[src/design/common_substring_run_finder_macros.svh]
// ----------------------------------------------------------------------------
// Common substring run finder assertion macros
// Short forms for clocked, reset-gated implication checks.
// ----------------------------------------------------------------------------
`ifndef COMMON_SUBSTRING_RUN_FINDER_MACROS_SVH
`define COMMON_SUBSTRING_RUN_FINDER_MACROS_SVH

// same-cycle implication
`define CSRF_ASSERT_NOW(label, clk, rst, ante, cons) \
   label: assert property (@(posedge clk) disable iff (rst) (ante) |-> (cons)) \
      else $error("common_substring_run_finder: check failed");

// next-cycle implication
`define CSRF_ASSERT_NEXT(label, clk, rst, ante, cons) \
   label: assert property (@(posedge clk) disable iff (rst) (ante) |=> (cons)) \
      else $error("common_substring_run_finder: check failed");

`endif

[src/design/csrf_pkg.sv]
// ----------------------------------------------------------------------------
// Common substring run finder package
// Sizes, command codes, controller states and the result record.
// ----------------------------------------------------------------------------
package csrf_pkg;

   localparam int B_LEN     = 64;
   localparam int B_AW      = 6;
   localparam int B_CW      = 7;
   localparam int CHAR_W    = 8;
   localparam int LEN_W     = 7;
   localparam int A_W       = 21;
   localparam int CSR_AW    = 3;
   localparam int CSR_DW    = 32;

   localparam logic [A_W-1:0]   A_LEN_MAX      = 21'd1048576;
   localparam logic [B_CW-1:0]  B_FULL         = 7'd64;
   localparam logic [LEN_W-1:0] MIN_SIZE_RESET = 7'd50;
   localparam logic [LEN_W-1:0] MIN_SIZE_FLOOR = 7'd2;
   localparam logic             CSR_MIN_SIZE   = 1'b0;

   typedef enum logic [1:0] {
      CMD_LOAD    = 2'd0,
      CMD_COMPARE = 2'd1,
      CMD_FINISH  = 2'd2,
      CMD_CLEAR   = 2'd3
   } cmd_type;

   typedef enum logic [3:0] {
      ST_IDLE  = 4'b0001,
      ST_SWEEP = 4'b0010,
      ST_TAIL  = 4'b0100,
      ST_FLUSH = 4'b1000
   } state_type;

   typedef struct packed {
      logic [A_W-1:0]   a_end;
      logic [B_CW-1:0]  b_end;
      logic [LEN_W-1:0] run_length;
   } result_type;

endpackage

[src/design/csrf_ram.sv]
// ----------------------------------------------------------------------------
// Common substring run finder RAM
// Generic single-write, single-read memory with a registered read port.
// ----------------------------------------------------------------------------
module csrf_ram #(
   parameter int WIDTH = 8,
   parameter int DEPTH = 64
) (
   input  logic                     clock,
   input  logic                     wr_en,
   input  logic [$clog2(DEPTH)-1:0] wr_addr,
   input  logic [WIDTH-1:0]         wr_data,
   input  logic                     rd_en,
   input  logic [$clog2(DEPTH)-1:0] rd_addr,
   output logic [WIDTH-1:0]         rd_data
);

   logic [WIDTH-1:0] mem_ff [DEPTH];
   logic [WIDTH-1:0] rd_data_ff;

   always_ff @(posedge clock) begin
      if (wr_en) begin
         mem_ff[wr_addr] <= wr_data;
      end
      if (rd_en) begin
         rd_data_ff <= mem_ff[rd_addr];
      end
   end

   assign rd_data = rd_data_ff;

endmodule

[src/design/common_substring_run_finder.sv]
// ----------------------------------------------------------------------------
// Common substring run finder
// Stores text B, sweeps a row of diagonal run lengths for each A character
// and reports every run that closes at or above the minimum length.
//
//   channel  direction  handshake             payload
//   req      in         req_valid/req_stall   req_cmd, req_char_value
//   rsp      out        rsp_valid/rsp_stall   rsp_a_end, rsp_b_end,
//                                             rsp_run_length, rsp_last
//   csr      in/out     psel/penable/pready   paddr, pwdata, prdata
//
// Load, clear, and compare or finish on an empty text B complete in idle.
// Otherwise compare steps through sweep, tail and flush and finish through
// sweep and flush, one row cell per cycle unless the output stalls, through
// the single read port of the run-row RAM. Reset is synchronous; the run row
// reads as zero after reset through per-entry valid bits, so no clearing pass
// is needed. A stalled result output holds the sweep in place until the item is taken.
// ----------------------------------------------------------------------------
`include "common_substring_run_finder_macros.svh"

module common_substring_run_finder (
   input  logic                             clock,
   input  logic                             reset,
   input  logic                             req_valid,
   output logic                             req_stall,
   input  logic [1:0]                       req_cmd,
   input  logic [csrf_pkg::CHAR_W-1:0]      req_char_value,
   output logic                             rsp_valid,
   input  logic                             rsp_stall,
   output logic [csrf_pkg::A_W-1:0]         rsp_a_end,
   output logic [csrf_pkg::B_CW-1:0]        rsp_b_end,
   output logic [csrf_pkg::LEN_W-1:0]       rsp_run_length,
   output logic                             rsp_last,
   input  logic                             psel,
   input  logic                             penable,
   input  logic                             pwrite,
   input  logic [csrf_pkg::CSR_AW-1:0]      paddr,
   input  logic [csrf_pkg::CSR_DW-1:0]      pwdata,
   output logic [csrf_pkg::CSR_DW-1:0]      prdata,
   output logic                             pready
);

   csrf_pkg::state_type             state_ff, state_in;
   csrf_pkg::cmd_type               op_ff, op_in;
   logic [csrf_pkg::B_AW-1:0]       p_ff, p_in;
   logic [csrf_pkg::B_CW-1:0]       b_count_ff, b_count_in;
   logic [csrf_pkg::A_W-1:0]        apos_ff, apos_in;
   logic [csrf_pkg::A_W-1:0]        pos_ff, pos_in;
   logic [csrf_pkg::CHAR_W-1:0]     ch_ff, ch_in;
   logic [csrf_pkg::LEN_W-1:0]      min_size_ff, min_size_in;
   logic [csrf_pkg::B_LEN-1:0]      row_vld_ff, row_vld_in;
   logic                            rv_q_ff, rv_q_in;
   logic [csrf_pkg::LEN_W-1:0]      prev_ff, prev_in;
   logic                            pend_vld_ff, pend_vld_in;
   csrf_pkg::result_type            pend_ff, pend_in;
   logic                            rsp_valid_ff, rsp_valid_in;
   logic                            rsp_last_ff, rsp_last_in;
   csrf_pkg::result_type            rsp_ff, rsp_in;

   logic                            req_accept;
   csrf_pkg::cmd_type               cmd;
   logic                            out_free;
   logic                            step;
   logic                            last_idx;
   logic                            match;
   logic                            is_cmp;
   logic                            b_full;
   logic [csrf_pkg::LEN_W-1:0]      minv;
   logic [csrf_pkg::LEN_W-1:0]      row_val;
   logic                            gen_vld;
   csrf_pkg::result_type            gen;
   logic                            csr_wr;

   logic                            rd_en;
   logic [csrf_pkg::B_AW-1:0]       rd_addr;
   logic [csrf_pkg::CHAR_W-1:0]     b_rd_data;
   logic [csrf_pkg::LEN_W-1:0]      row_rd_data;
   logic                            b_wr_en;
   logic                            row_wr_en;
   logic [csrf_pkg::LEN_W-1:0]      row_wr_data;

   csrf_ram #(.WIDTH(csrf_pkg::CHAR_W), .DEPTH(csrf_pkg::B_LEN)) u_b_text (
      .clock   (clock),
      .wr_en   (b_wr_en),
      .wr_addr (b_count_ff[csrf_pkg::B_AW-1:0]),
      .wr_data (req_char_value),
      .rd_en   (rd_en),
      .rd_addr (rd_addr),
      .rd_data (b_rd_data)
   );

   csrf_ram #(.WIDTH(csrf_pkg::LEN_W), .DEPTH(csrf_pkg::B_LEN)) u_run_row (
      .clock   (clock),
      .wr_en   (row_wr_en),
      .wr_addr (p_ff),
      .wr_data (row_wr_data),
      .rd_en   (rd_en),
      .rd_addr (rd_addr),
      .rd_data (row_rd_data)
   );

   assign cmd        = csrf_pkg::cmd_type'(req_cmd);
   assign req_stall  = (state_ff != csrf_pkg::ST_IDLE);
   assign req_accept = req_valid && !req_stall;
   assign out_free   = !rsp_valid_ff || !rsp_stall;
   assign step       = (state_ff == csrf_pkg::ST_SWEEP) && out_free;
   assign last_idx   = ({1'b0, p_ff} == (b_count_ff - 7'd1));
   assign match      = (b_rd_data == ch_ff);
   assign is_cmp     = (op_ff == csrf_pkg::CMD_COMPARE);
   assign b_full     = (b_count_ff == csrf_pkg::B_FULL);
   assign minv       = (min_size_ff < csrf_pkg::MIN_SIZE_FLOOR) ?
                       csrf_pkg::MIN_SIZE_FLOOR : min_size_ff;
   assign row_val    = rv_q_ff ? row_rd_data : '0;

   assign rd_en       = (state_ff == csrf_pkg::ST_IDLE) || (step && !last_idx);
   assign rd_addr     = (state_ff == csrf_pkg::ST_IDLE) ? '0 : p_ff + 6'd1;
   assign b_wr_en     = req_accept && (cmd == csrf_pkg::CMD_LOAD) && !b_full;
   assign row_wr_en   = step && is_cmp;
   assign row_wr_data = match ? prev_ff + 7'd1 : '0;

   assign csr_wr  = psel && penable && pwrite && pready;
   assign pready  = 1'b1;
   assign prdata  = (paddr[2] == csrf_pkg::CSR_MIN_SIZE) ?
                    {{(csrf_pkg::CSR_DW-csrf_pkg::LEN_W){1'b0}}, min_size_ff} : '0;

   always_comb begin
      gen_vld = 1'b0;
      gen     = '{a_end: pos_ff, b_end: {1'b0, p_ff}, run_length: prev_ff};
      if (step) begin
         if (is_cmp) begin
            gen_vld = !match && (p_ff != '0) && (prev_ff >= minv);
         end else begin
            gen_vld = (row_val >= minv);
            gen     = '{a_end: pos_ff, b_end: {1'b0, p_ff} + 7'd1, run_length: row_val};
         end
      end else if ((state_ff == csrf_pkg::ST_TAIL) && out_free) begin
         gen_vld = (prev_ff >= minv);
         gen     = '{a_end: pos_ff, b_end: b_count_ff, run_length: prev_ff};
      end
   end

   always_comb begin
      state_in     = state_ff;
      op_in        = op_ff;
      p_in         = p_ff;
      b_count_in   = b_count_ff;
      apos_in      = apos_ff;
      pos_in       = pos_ff;
      ch_in        = ch_ff;
      min_size_in  = min_size_ff;
      row_vld_in   = row_vld_ff;
      rv_q_in      = rv_q_ff;
      prev_in      = prev_ff;
      pend_vld_in  = pend_vld_ff;
      pend_in      = pend_ff;
      rsp_valid_in = rsp_valid_ff;
      rsp_last_in  = rsp_last_ff;
      rsp_in       = rsp_ff;

      if (csr_wr && (paddr[2] == csrf_pkg::CSR_MIN_SIZE)) begin
         min_size_in = pwdata[csrf_pkg::LEN_W-1:0];
      end

      if (rd_en) begin
         rv_q_in = row_vld_ff[rd_addr];
      end

      if (rsp_valid_ff && !rsp_stall) begin
         rsp_valid_in = 1'b0;
      end

      if (gen_vld) begin
         pend_vld_in = 1'b1;
         pend_in     = gen;
         if (pend_vld_ff) begin
            rsp_valid_in = 1'b1;
            rsp_last_in  = 1'b0;
            rsp_in       = pend_ff;
         end
      end

      case (state_ff)
         csrf_pkg::ST_IDLE: begin
            prev_in = '0;
            p_in    = '0;
            if (req_accept) begin
               op_in  = cmd;
               ch_in  = req_char_value;
               pos_in = apos_ff;
               case (cmd)
                  csrf_pkg::CMD_LOAD: begin
                     if (!b_full) begin
                        row_vld_in[b_count_ff[csrf_pkg::B_AW-1:0]] = 1'b0;
                        b_count_in = b_count_ff + 7'd1;
                     end
                  end
                  csrf_pkg::CMD_COMPARE: begin
                     if (apos_ff < csrf_pkg::A_LEN_MAX) begin
                        apos_in = apos_ff + 21'd1;
                     end
                     if (b_count_ff != '0) begin
                        state_in = csrf_pkg::ST_SWEEP;
                     end
                  end
                  csrf_pkg::CMD_FINISH: begin
                     apos_in = '0;
                     if (b_count_ff != '0) begin
                        state_in = csrf_pkg::ST_SWEEP;
                     end else begin
                        row_vld_in = '0;
                     end
                  end
                  default: begin
                     b_count_in = '0;
                     apos_in    = '0;
                     row_vld_in = '0;
                  end
               endcase
            end
         end
         csrf_pkg::ST_SWEEP: begin
            if (step) begin
               prev_in = row_val;
               if (is_cmp) begin
                  row_vld_in[p_ff] = 1'b1;
               end
               if (last_idx) begin
                  state_in = is_cmp ? csrf_pkg::ST_TAIL : csrf_pkg::ST_FLUSH;
               end else begin
                  p_in = p_ff + 6'd1;
               end
            end
         end
         csrf_pkg::ST_TAIL: begin
            if (out_free) begin
               state_in = csrf_pkg::ST_FLUSH;
            end
         end
         csrf_pkg::ST_FLUSH: begin
            if (out_free || !pend_vld_ff) begin
               state_in = csrf_pkg::ST_IDLE;
               if (!is_cmp) begin
                  row_vld_in = '0;
               end
               if (pend_vld_ff) begin
                  pend_vld_in  = 1'b0;
                  rsp_valid_in = 1'b1;
                  rsp_last_in  = 1'b1;
                  rsp_in       = pend_ff;
               end
            end
         end
         default: begin
            state_in = csrf_pkg::ST_IDLE;
         end
      endcase
   end

   always_ff @(posedge clock) begin
      if (reset) begin
         state_ff     <= csrf_pkg::ST_IDLE;
         b_count_ff   <= '0;
         apos_ff      <= '0;
         min_size_ff  <= csrf_pkg::MIN_SIZE_RESET;
         row_vld_ff   <= '0;
         pend_vld_ff  <= 1'b0;
         rsp_valid_ff <= 1'b0;
      end else begin
         state_ff     <= state_in;
         b_count_ff   <= b_count_in;
         apos_ff      <= apos_in;
         min_size_ff  <= min_size_in;
         row_vld_ff   <= row_vld_in;
         pend_vld_ff  <= pend_vld_in;
         rsp_valid_ff <= rsp_valid_in;
      end
   end

   always_ff @(posedge clock) begin
      op_ff       <= op_in;
      p_ff        <= p_in;
      pos_ff      <= pos_in;
      ch_ff       <= ch_in;
      rv_q_ff     <= rv_q_in;
      prev_ff     <= prev_in;
      pend_ff     <= pend_in;
      rsp_last_ff <= rsp_last_in;
      rsp_ff      <= rsp_in;
   end

   assign rsp_valid      = rsp_valid_ff;
   assign rsp_a_end      = rsp_ff.a_end;
   assign rsp_b_end      = rsp_ff.b_end;
   assign rsp_run_length = rsp_ff.run_length;
   assign rsp_last       = rsp_last_ff;

   `CSRF_ASSERT_NOW(a_idle_no_pending, clock, reset,
      state_ff == csrf_pkg::ST_IDLE, !pend_vld_ff)
   `CSRF_ASSERT_NOW(a_sweep_in_b, clock, reset,
      state_ff == csrf_pkg::ST_SWEEP, {1'b0, p_ff} < b_count_ff)
   `CSRF_ASSERT_NOW(a_b_count_bound, clock, reset,
      1'b1, b_count_ff <= csrf_pkg::B_FULL)
   `CSRF_ASSERT_NEXT(a_flush_sends_last, clock, reset,
      state_ff == csrf_pkg::ST_FLUSH && pend_vld_ff && out_free,
      rsp_valid_ff && rsp_last_ff)

endmodule
[config.mk]
export PLATFORM = sky130hd
export DESIGN_NAME = common_substring_run_finder
export DESIGN_NICKNAME = d
export VERILOG_FILES = /design/src/design/csrf_pkg.sv /design/src/design/csrf_ram.sv /design/src/design/common_substring_run_finder.sv
export VERILOG_INCLUDE_DIRS = /design/src /design/src/design
export SDC_FILE = /design/constraint.sdc
export NUM_CORES = 2
export LEC_CHECK = 0
export ABC_AREA = 0
export ABC_CLOCK_PERIOD_IN_PS = 10700
export BUFFER_PORTS_ARGS = -buffer_cell sky130_fd_sc_hd__buf_4
export CORE_UTILIZATION = 45
export CTS_CLUSTER_DIAMETER = 80
export DETAILED_ROUTE_END_ITERATION = 8
export GPL_TIMING_DRIVEN = 0
export PLACE_DENSITY = 0.71
export SYNTH_ARGS = -nofsm -noshare
export SYNTH_HDL_FRONTEND = slang
export SYNTH_HIERARCHICAL = 1
export SYNTH_SLANG_ARGS = --single-unit
[constraint.sdc]
create_clock -name clock -period 10.7 [get_ports clock]
set_input_delay 2.14 -clock clock [delete_from_list [all_inputs] [get_ports clock]]
set_output_delay 2.14 -clock clock [all_outputs]
set_load 0.005 [all_outputs]
# After elaboration in Yosys (flattened, before gate mapping)
# Memories as Yosys holds them, arrays and structs flattened. A register that Yosys moved wholly into a read port is not among the register bits.
# Index checks and enable logic that the tools add are counted.
[totals]
output_inout_bits = 71
romBits = 0
wordCells = 175
input_bits = 52
memories = 2
reg_bits = 221
mem_bits_rw = 960
latchBits = 0
[classes]
n_bitwise = 6
n_addsub = 6
div_mod_pow = 0
shift = 0
n_lt_le_gt_ge = 9
mux = 68
reduce_logical = 38
n_mul = 0
eq_ne = 26
[mem_list]
columns = ["memory", "words", "word_bits", "rd", "rd_clocked_by_memory_dff", "wr", "line", "source"]
rows = [
  ["u_b_text.mem_ff", 64, 8, 1, 1, 1, "csrf_ram.sv:18", "logic [WIDTH-1:0] mem_ff [DEPTH];"],
  ["u_run_row.mem_ff", 64, 7, 1, 1, 1, "csrf_ram.sv:18", ""],
]
[ops]
columns = ["operator", "n"]
rows = [
  ["64-bit 2-to-1 mux", 7],
  ["64-bit one-hot mux with 3 select lines", 2],
  ["35-bit 2-to-1 mux", 5],
  ["64-bit bitwise AND", 1],
  ["64-bit inverter", 1],
  ["64-bit OR", 1],
  ["14-bit 2-to-1 mux", 3],
  ["7-bit 2-to-1 mux", 6],
  ["21-bit one-hot mux with 2 select lines", 1],
  ["4-bit 2-to-1 mux", 8],
  ["7-bit one-hot mux with 2 select lines", 2],
  ["1-bit 2-to-1 mux", 25],
  ["2-bit != test, second input constant", 12],
  ["21-bit by 1-bit adder with 21-bit output, second input constant", 1],
  ["21-bit < comparator, second input constant", 1],
  ["6-bit by 7-bit < comparator with 1-bit output, second input constant", 3],
  ["21-bit 2-to-1 mux", 1],
  ["6-bit 2-to-1 mux", 3],
  ["4-bit one-hot mux with 4 select lines", 1],
  ["1-bit logical AND", 15],
  ["7-bit by 1-bit adder with 7-bit output, second input constant", 2],
  ["7-bit >= comparator", 2],
  ["1-bit demux with 6-bit select", 2],
  ["6-bit by 1-bit >= comparator with 1-bit output, second input constant", 2],
  ["other kinds (32)", 46],
]

# Logic depth before layout (Yosys ltp)
[logic_depth]
depth_word = 10
mapped_depth = 15
mapped_depth_nobuf = 10

# By module
# The synthesis kept the hierarchy.
[by_module_without_submodules]
columns = ["mod", "area_each_um2", "cells_each", "instances", "seq_area_each_um2"]
rows = [
  ["csrf_ram at u_b_text", 20246.9, 940, 1, 15615.0],
  ["csrf_ram at u_run_row", 17705.7, 827, 1, 13663.1],
  ["common_substring_run_finder", 10482.6, 1052, 1, 5225.0],
]

# Worst setup path before layout
# Ideal clock, no wire load.
[synth_path]
path_kind = "input-to-reg"
startpoint = "in req_cmd[0]"
endpoint = "mem u_b_text.mem_ff[62][0] (enable)"
setup_slack_ps = 6283
required_time_ps = 10330
path_buffers = 1
arrival_ps = 4046
path_stages = 7
setup_ps = 370
path_cell_list = "inv_1 -> ha_1 -> clkbuf_1 -> nor3b_1 -> nor2b_1 -> nand3_1 -> nor2_1"
[synth_via]
elab_chain_cells = 5
[synth_lines]
columns = ["item", "line", "source"]
rows = [
  ["start, declared", "common_substring_run_finder.sv:26", "input logic [1:0] req_cmd,"],
  ["2-bit logical NOT", "common_substring_run_finder.sv:117", "assign b_wr_en = req_accept && (cmd == csrf_pkg::CMD_LOAD) && !b_full;"],
  ["1-bit logical AND (2 in series)", "common_substring_run_finder.sv:117", ""],
  ["named net b_wr_en", "common_substring_run_finder.sv:78", "logic b_wr_en;"],
  ["1-bit 2-to-1 mux", "csrf_ram.sv:22", "if (wr_en) begin"],
  ["1-bit 2-to-1 mux (not written as such)", "csrf_ram.sv:23", "mem_ff[wr_addr] <= wr_data;"],
  ["end, declared", "csrf_ram.sv:18", ""],
]
# The timed path passes the listed nets, and every way through them passes these cells.

# Worst setup path after layout
[layout_path]
startpoint = "reg p_ff[0] (netlist bit)"
endpoint = "reg u_b_text.rd_data_ff[6], in the netlist u_b_text/rd_data[6] (read register of u_b_text.mem_ff) (data pin)"
[layout_via]
word_cells_on_any_way = 6
cone_classes = "1 x add/sub; 1 x eq/ne; 1 x mux; 3 x reduce/logical"
[layout_rtl]
columns = ["item", "line", "source"]
rows = [
  ["start, declared", "common_substring_run_finder.sv:45", "logic [csrf_pkg::B_AW-1:0] p_ff, p_in;"],
  ["start signal, assigned", "common_substring_run_finder.sv:281", "p_ff <= p_in;"],
  ["6-bit by 1-bit adder with 6-bit output", "common_substring_run_finder.sv:116", "assign rd_addr = (state_ff == csrf_pkg::ST_IDLE) ? '0 : p_ff + 6'd1;"],
  ["6-bit 2-to-1 mux", "common_substring_run_finder.sv:116", ""],
  ["named net rd_addr, one bit", "common_substring_run_finder.sv:75", "logic [csrf_pkg::B_AW-1:0] rd_addr;"],
  ["end, declared", "csrf_ram.sv:19", "logic [WIDTH-1:0] rd_data_ff;"],
]
# The timed path passes the listed nets, and every way through them passes these cells.
# A chain may end at the register's enable or synchronous reset.

==> results.py <==
metrics = {
    "status": {
        "status": "complete, no violations",
    },
    "detailed_routing": {
        "route.detailed.drc": 0,
        "wl_met2_um": 54800,
        "route.vias.total": 27594,
        "drt_wl_total_um": 118000,
        "firstDrtPassIters": 7,
        "wl_per_cell_um": 26.0,
        "top_layer": "met5",
        "viasPerCell": 6.10,
        "drt_iter0_markers": 3501,
        "ant_nets": 0,
        "wl_met1_um": 45800,
        "wl_met3_um": 12800,
    },
    "critical_path": {
        "crit_required_ns": 11.09,
        "path_delay_family": "buffers and inverters",
        "path_cells": "clkinv_1, ha_1, inv_1, nor2_1, buf_4, buf_2, clkbuf_1, nand2_1, o221ai_1, nor2_1, nor3_1, o32ai_1",
        "r2r_cells": 12,
        "crit_type": "reg -> reg",
        "r2r-start": "p_ff[0]",
        "critPathArrivalTime_ns": 6.54,
        "crit_buf_inv": 5,
        "r2r-end": "u_b_text/rd_data[6]",
        "path_depth": 12,
        "end_kind": "flip-flop",
        "slowest_stage": "nor2_1",
        "cp_slowest_stage_delay_ns": 1.02,
        "cp-startpoint": "p_ff[0]",
        "timing.critical_path.mode_cell": "nor2_1",
        "reg2reg_slack_ns": 4.54,
        "worstPathMaxFanout": 14,
        "cp-start-kind": "flip-flop",
    },
    "pwr": {
        "leakage_nw": 16.4,
        "power.total_mw": 12.1,
        "p_per_area_nw_per_um2": 220,
        "vdd_ir_drop_max_mv": 0.153,
    },
    "global_route": {
        "groute.usage.overall": 0.215,
        "antenna_found_initial": 1,
        "grt_max_degree": 66,
        "grt_overflow": 0,
        "grt_pass1_vias": 26752,
        "grt_pass1_wl_um": 173000,
    },
    "synth": {
        "synthesis.area_um2": 48400,
        "yosysUniqueCellTypes": 84,
        "synth_edf_count": 1055,
        "avgSynthCellArea_um2": 17.2,
        "synth_warnings": 6,
        "ys_seq_elements": 1196,
        "synth_ff_type": "edfxtp_1",
        "syn_inst": 2819,
        "synthArstFlopShare": 0,
        "yosysSeqAreaShare": 0.712,
    },
    "placement": {
        "place.gp.congestion": 0.925,
        "place.port_buffers": 68,
        "dp_hpwl_um": 77800,
        "placed_area_um2": 51000,
    },
    "cells_and_area": {
        "final_area_um2": 54800,
        "num_antenna_cells": 0,
        "mostFrequentLayoutCells": "edfxtp_1, nor2_1, mux4_2",
        "drive_gt1_frac": 0.218,
        "final_common_cell": "edfxtp_1",
        "regArea_um2": 34500,
        "num-fill-cells": 8348,
        "nNetsFinal": 3109,
        "multiInputGateArea_um2": 12900,
        "syn_to_final_growth_pct": 13.1,
    },
    "clock_network": {
        "post_cts_buffers": 0,
        "cts_resized": 0,
        "cts_tree": "built",
        "clock_path_buffers": 3,
        "hold_buffers": 0,
        "clkSlewWorstSetupHoldPaths_ns": 0.06,
        "clock_sinks": 1196,
        "cts-htree-levels": 3,
        "cts_made_buffers": 110,
        "root_buffer": "clkbuf_16",
        "clk_latency_ns": 0.69,
    },
    "sta": {
        "skew_ns": 0.0300,
        "fmax_mhz": 162,
        "fin_crit_sh": 0.575,
        "finalSetupTns_ns": 0,
        "min_period_ns": 6.16,
        "finalHoldViolations": 0,
        "rsz0062_at_grt": "no",
        "relSlewSlack": 0.0553,
        "setup_viol": 0,
        "tightestPinTransition_ns": 1.41,
        "slew_violations": 0,
    },
    "min_path": {
        "hp-start": "pos_ff[1]",
        "hold_depth": 0,
        "hp-class": "reg -> reg",
        "worstHoldEndpoint": "pend_ff[15]",
    },
    "die": {
        "die_w_um": 330,
        "design.die.area_um2": 109000,
        "rows": 119,
        "dieHeight_um": 330,
        "io_pins": 123,
        "initial_core_util": 0.457,
        "core_um2": 106000,
    },
    "flow_run": {
        "max-cap-violations": 0,
    },
}
[worst reg2reg max path, cell delays in order (launching register included)]
cell,delay [ns]
edfxtp_1,0.56
clkinv_1,0.53
ha_1,0.51
inv_1,0.18
nor2_1,1.02
buf_4,0.43
buf_2,0.37
clkbuf_1,0.94
nand2_1,0.34
o221ai_1,0.33
nor2_1,0.10
nor3_1,0.34
o32ai_1,0.21
[routing by layer]
layer	up-vias	GRT usage
li1	11637	-
met1	14009	0.296
met2	1650	0.335
met3	296	0.0493
met4	2	0.0819
met5	-	0
[worst max-delay path by stage]
stage | to | slack (ns)
CTS | u_b_text/rd_data[6] | 4.77
finish | u_b_text/rd_data[6] | 4.54
global placement | u_b_text/mem_ff[43][2] | 4.64
global route | u_b_text/rd_data[6] | 4.52
detailed placement | u_b_text/mem_ff[47][5] | 4.57
floorplan | u_b_text/mem_ff[62][0] | 6.28
[cell families (layout without fill, tap and decap cells)]
kind of cell             Yosys count  count (layout)  synth area share
adder cells (fa/ha/maj)           23              23           0.00594
flip-flops                      1196            1196             0.712
other                              2              26          0.000155
XOR/XNOR                          46              46           0.00832
multiplexers                     350             350             0.136
AND/OR/NAND/NOR                  554             554            0.0541
buffers and inverters            224             510            0.0246
AO/OA/AOI/OAI                    424             424            0.0580
[cell usage after synthesis (all sizes together), types with 5 or more instances]
cell,n,area share
edfxtp,1055,0.65
nor2,258,0.020
mux4,243,0.11
dfxtp,141,0.058
buf,113,0.016
o21ai,103,0.011
a21oi,90,0.0094
nand2,89,0.0071
clkbuf,79,0.0061
a211oi,76,0.012
mux2i,55,0.011
mux2,52,0.012
nand3,46,0.0048
inv,31,0.0024
nor3,28,0.0029
nor2b,27,0.0035
xor2,26,0.0047
ha,23,0.0059
o22ai,23,0.0030
nand2b,22,0.0028
xnor2,20,0.0036
o221ai,17,0.0031
a22oi,15,0.0024
o31ai,14,0.0022
or3,13,0.0017
a31oi,11,0.0017
nand3b,11,0.0017
a221oi,10,0.0018
nand4,10,0.0013
and3,9,0.0012
nor3b,8,0.0015
and2,7,0.00090
nor4,6,0.00078
a21o,5,0.00078
o211ai,5,0.00078
o21a,5,0.00078
[power by group]
part	total, mW	internal (mW)	leakage (nW)	switching (mW)
clock network	4.02	2.32	1.84	1.70
registers	5.28	5.21	10.1	0.0682
logic	2.75	1.09	4.50	1.66
[area by class of cell]
cell class,count,area share
sequential,1196,0.630
multi-input combinational,1423,0.235
tap,1391,0.0318
clock inverter,75,0.0150
timing repair buffer,79,0.0132
inverter,32,0.00219
buffer,192,0.0196
clock buffer,132,0.0535
[flip-flops by register name, indices dropped and copies added, names as in the netlist, 7 cells and up]
signal,cells
u_b_text/mem_ff,512
u_run_row/mem_ff,448
row_vld_ff,64
pend_ff,35
apos_ff,21
pos_ff,21
rsp_a_end,21
ch_ff,8
u_b_text/rd_data,8
b_count_ff,7
min_size_ff,7
prev_ff,7
rsp_b_end,7
rsp_run_length,7
u_run_row/rd_data,7
[metrics by stage]
step	hold slack, ns	cells	utilization	worst slack, ns
floorplan	0.400	2843	-	6.28
global placement	0.401	4302	0.479	4.64
detailed placement	0.405	4312	0.481	4.57
CTS	0.419	4519	0.517	4.77
global route	0.420	4520	0.517	4.52
finish	0.418	4520	0.517	4.54
Note: power is estimated with default switching activity, not from simulation.
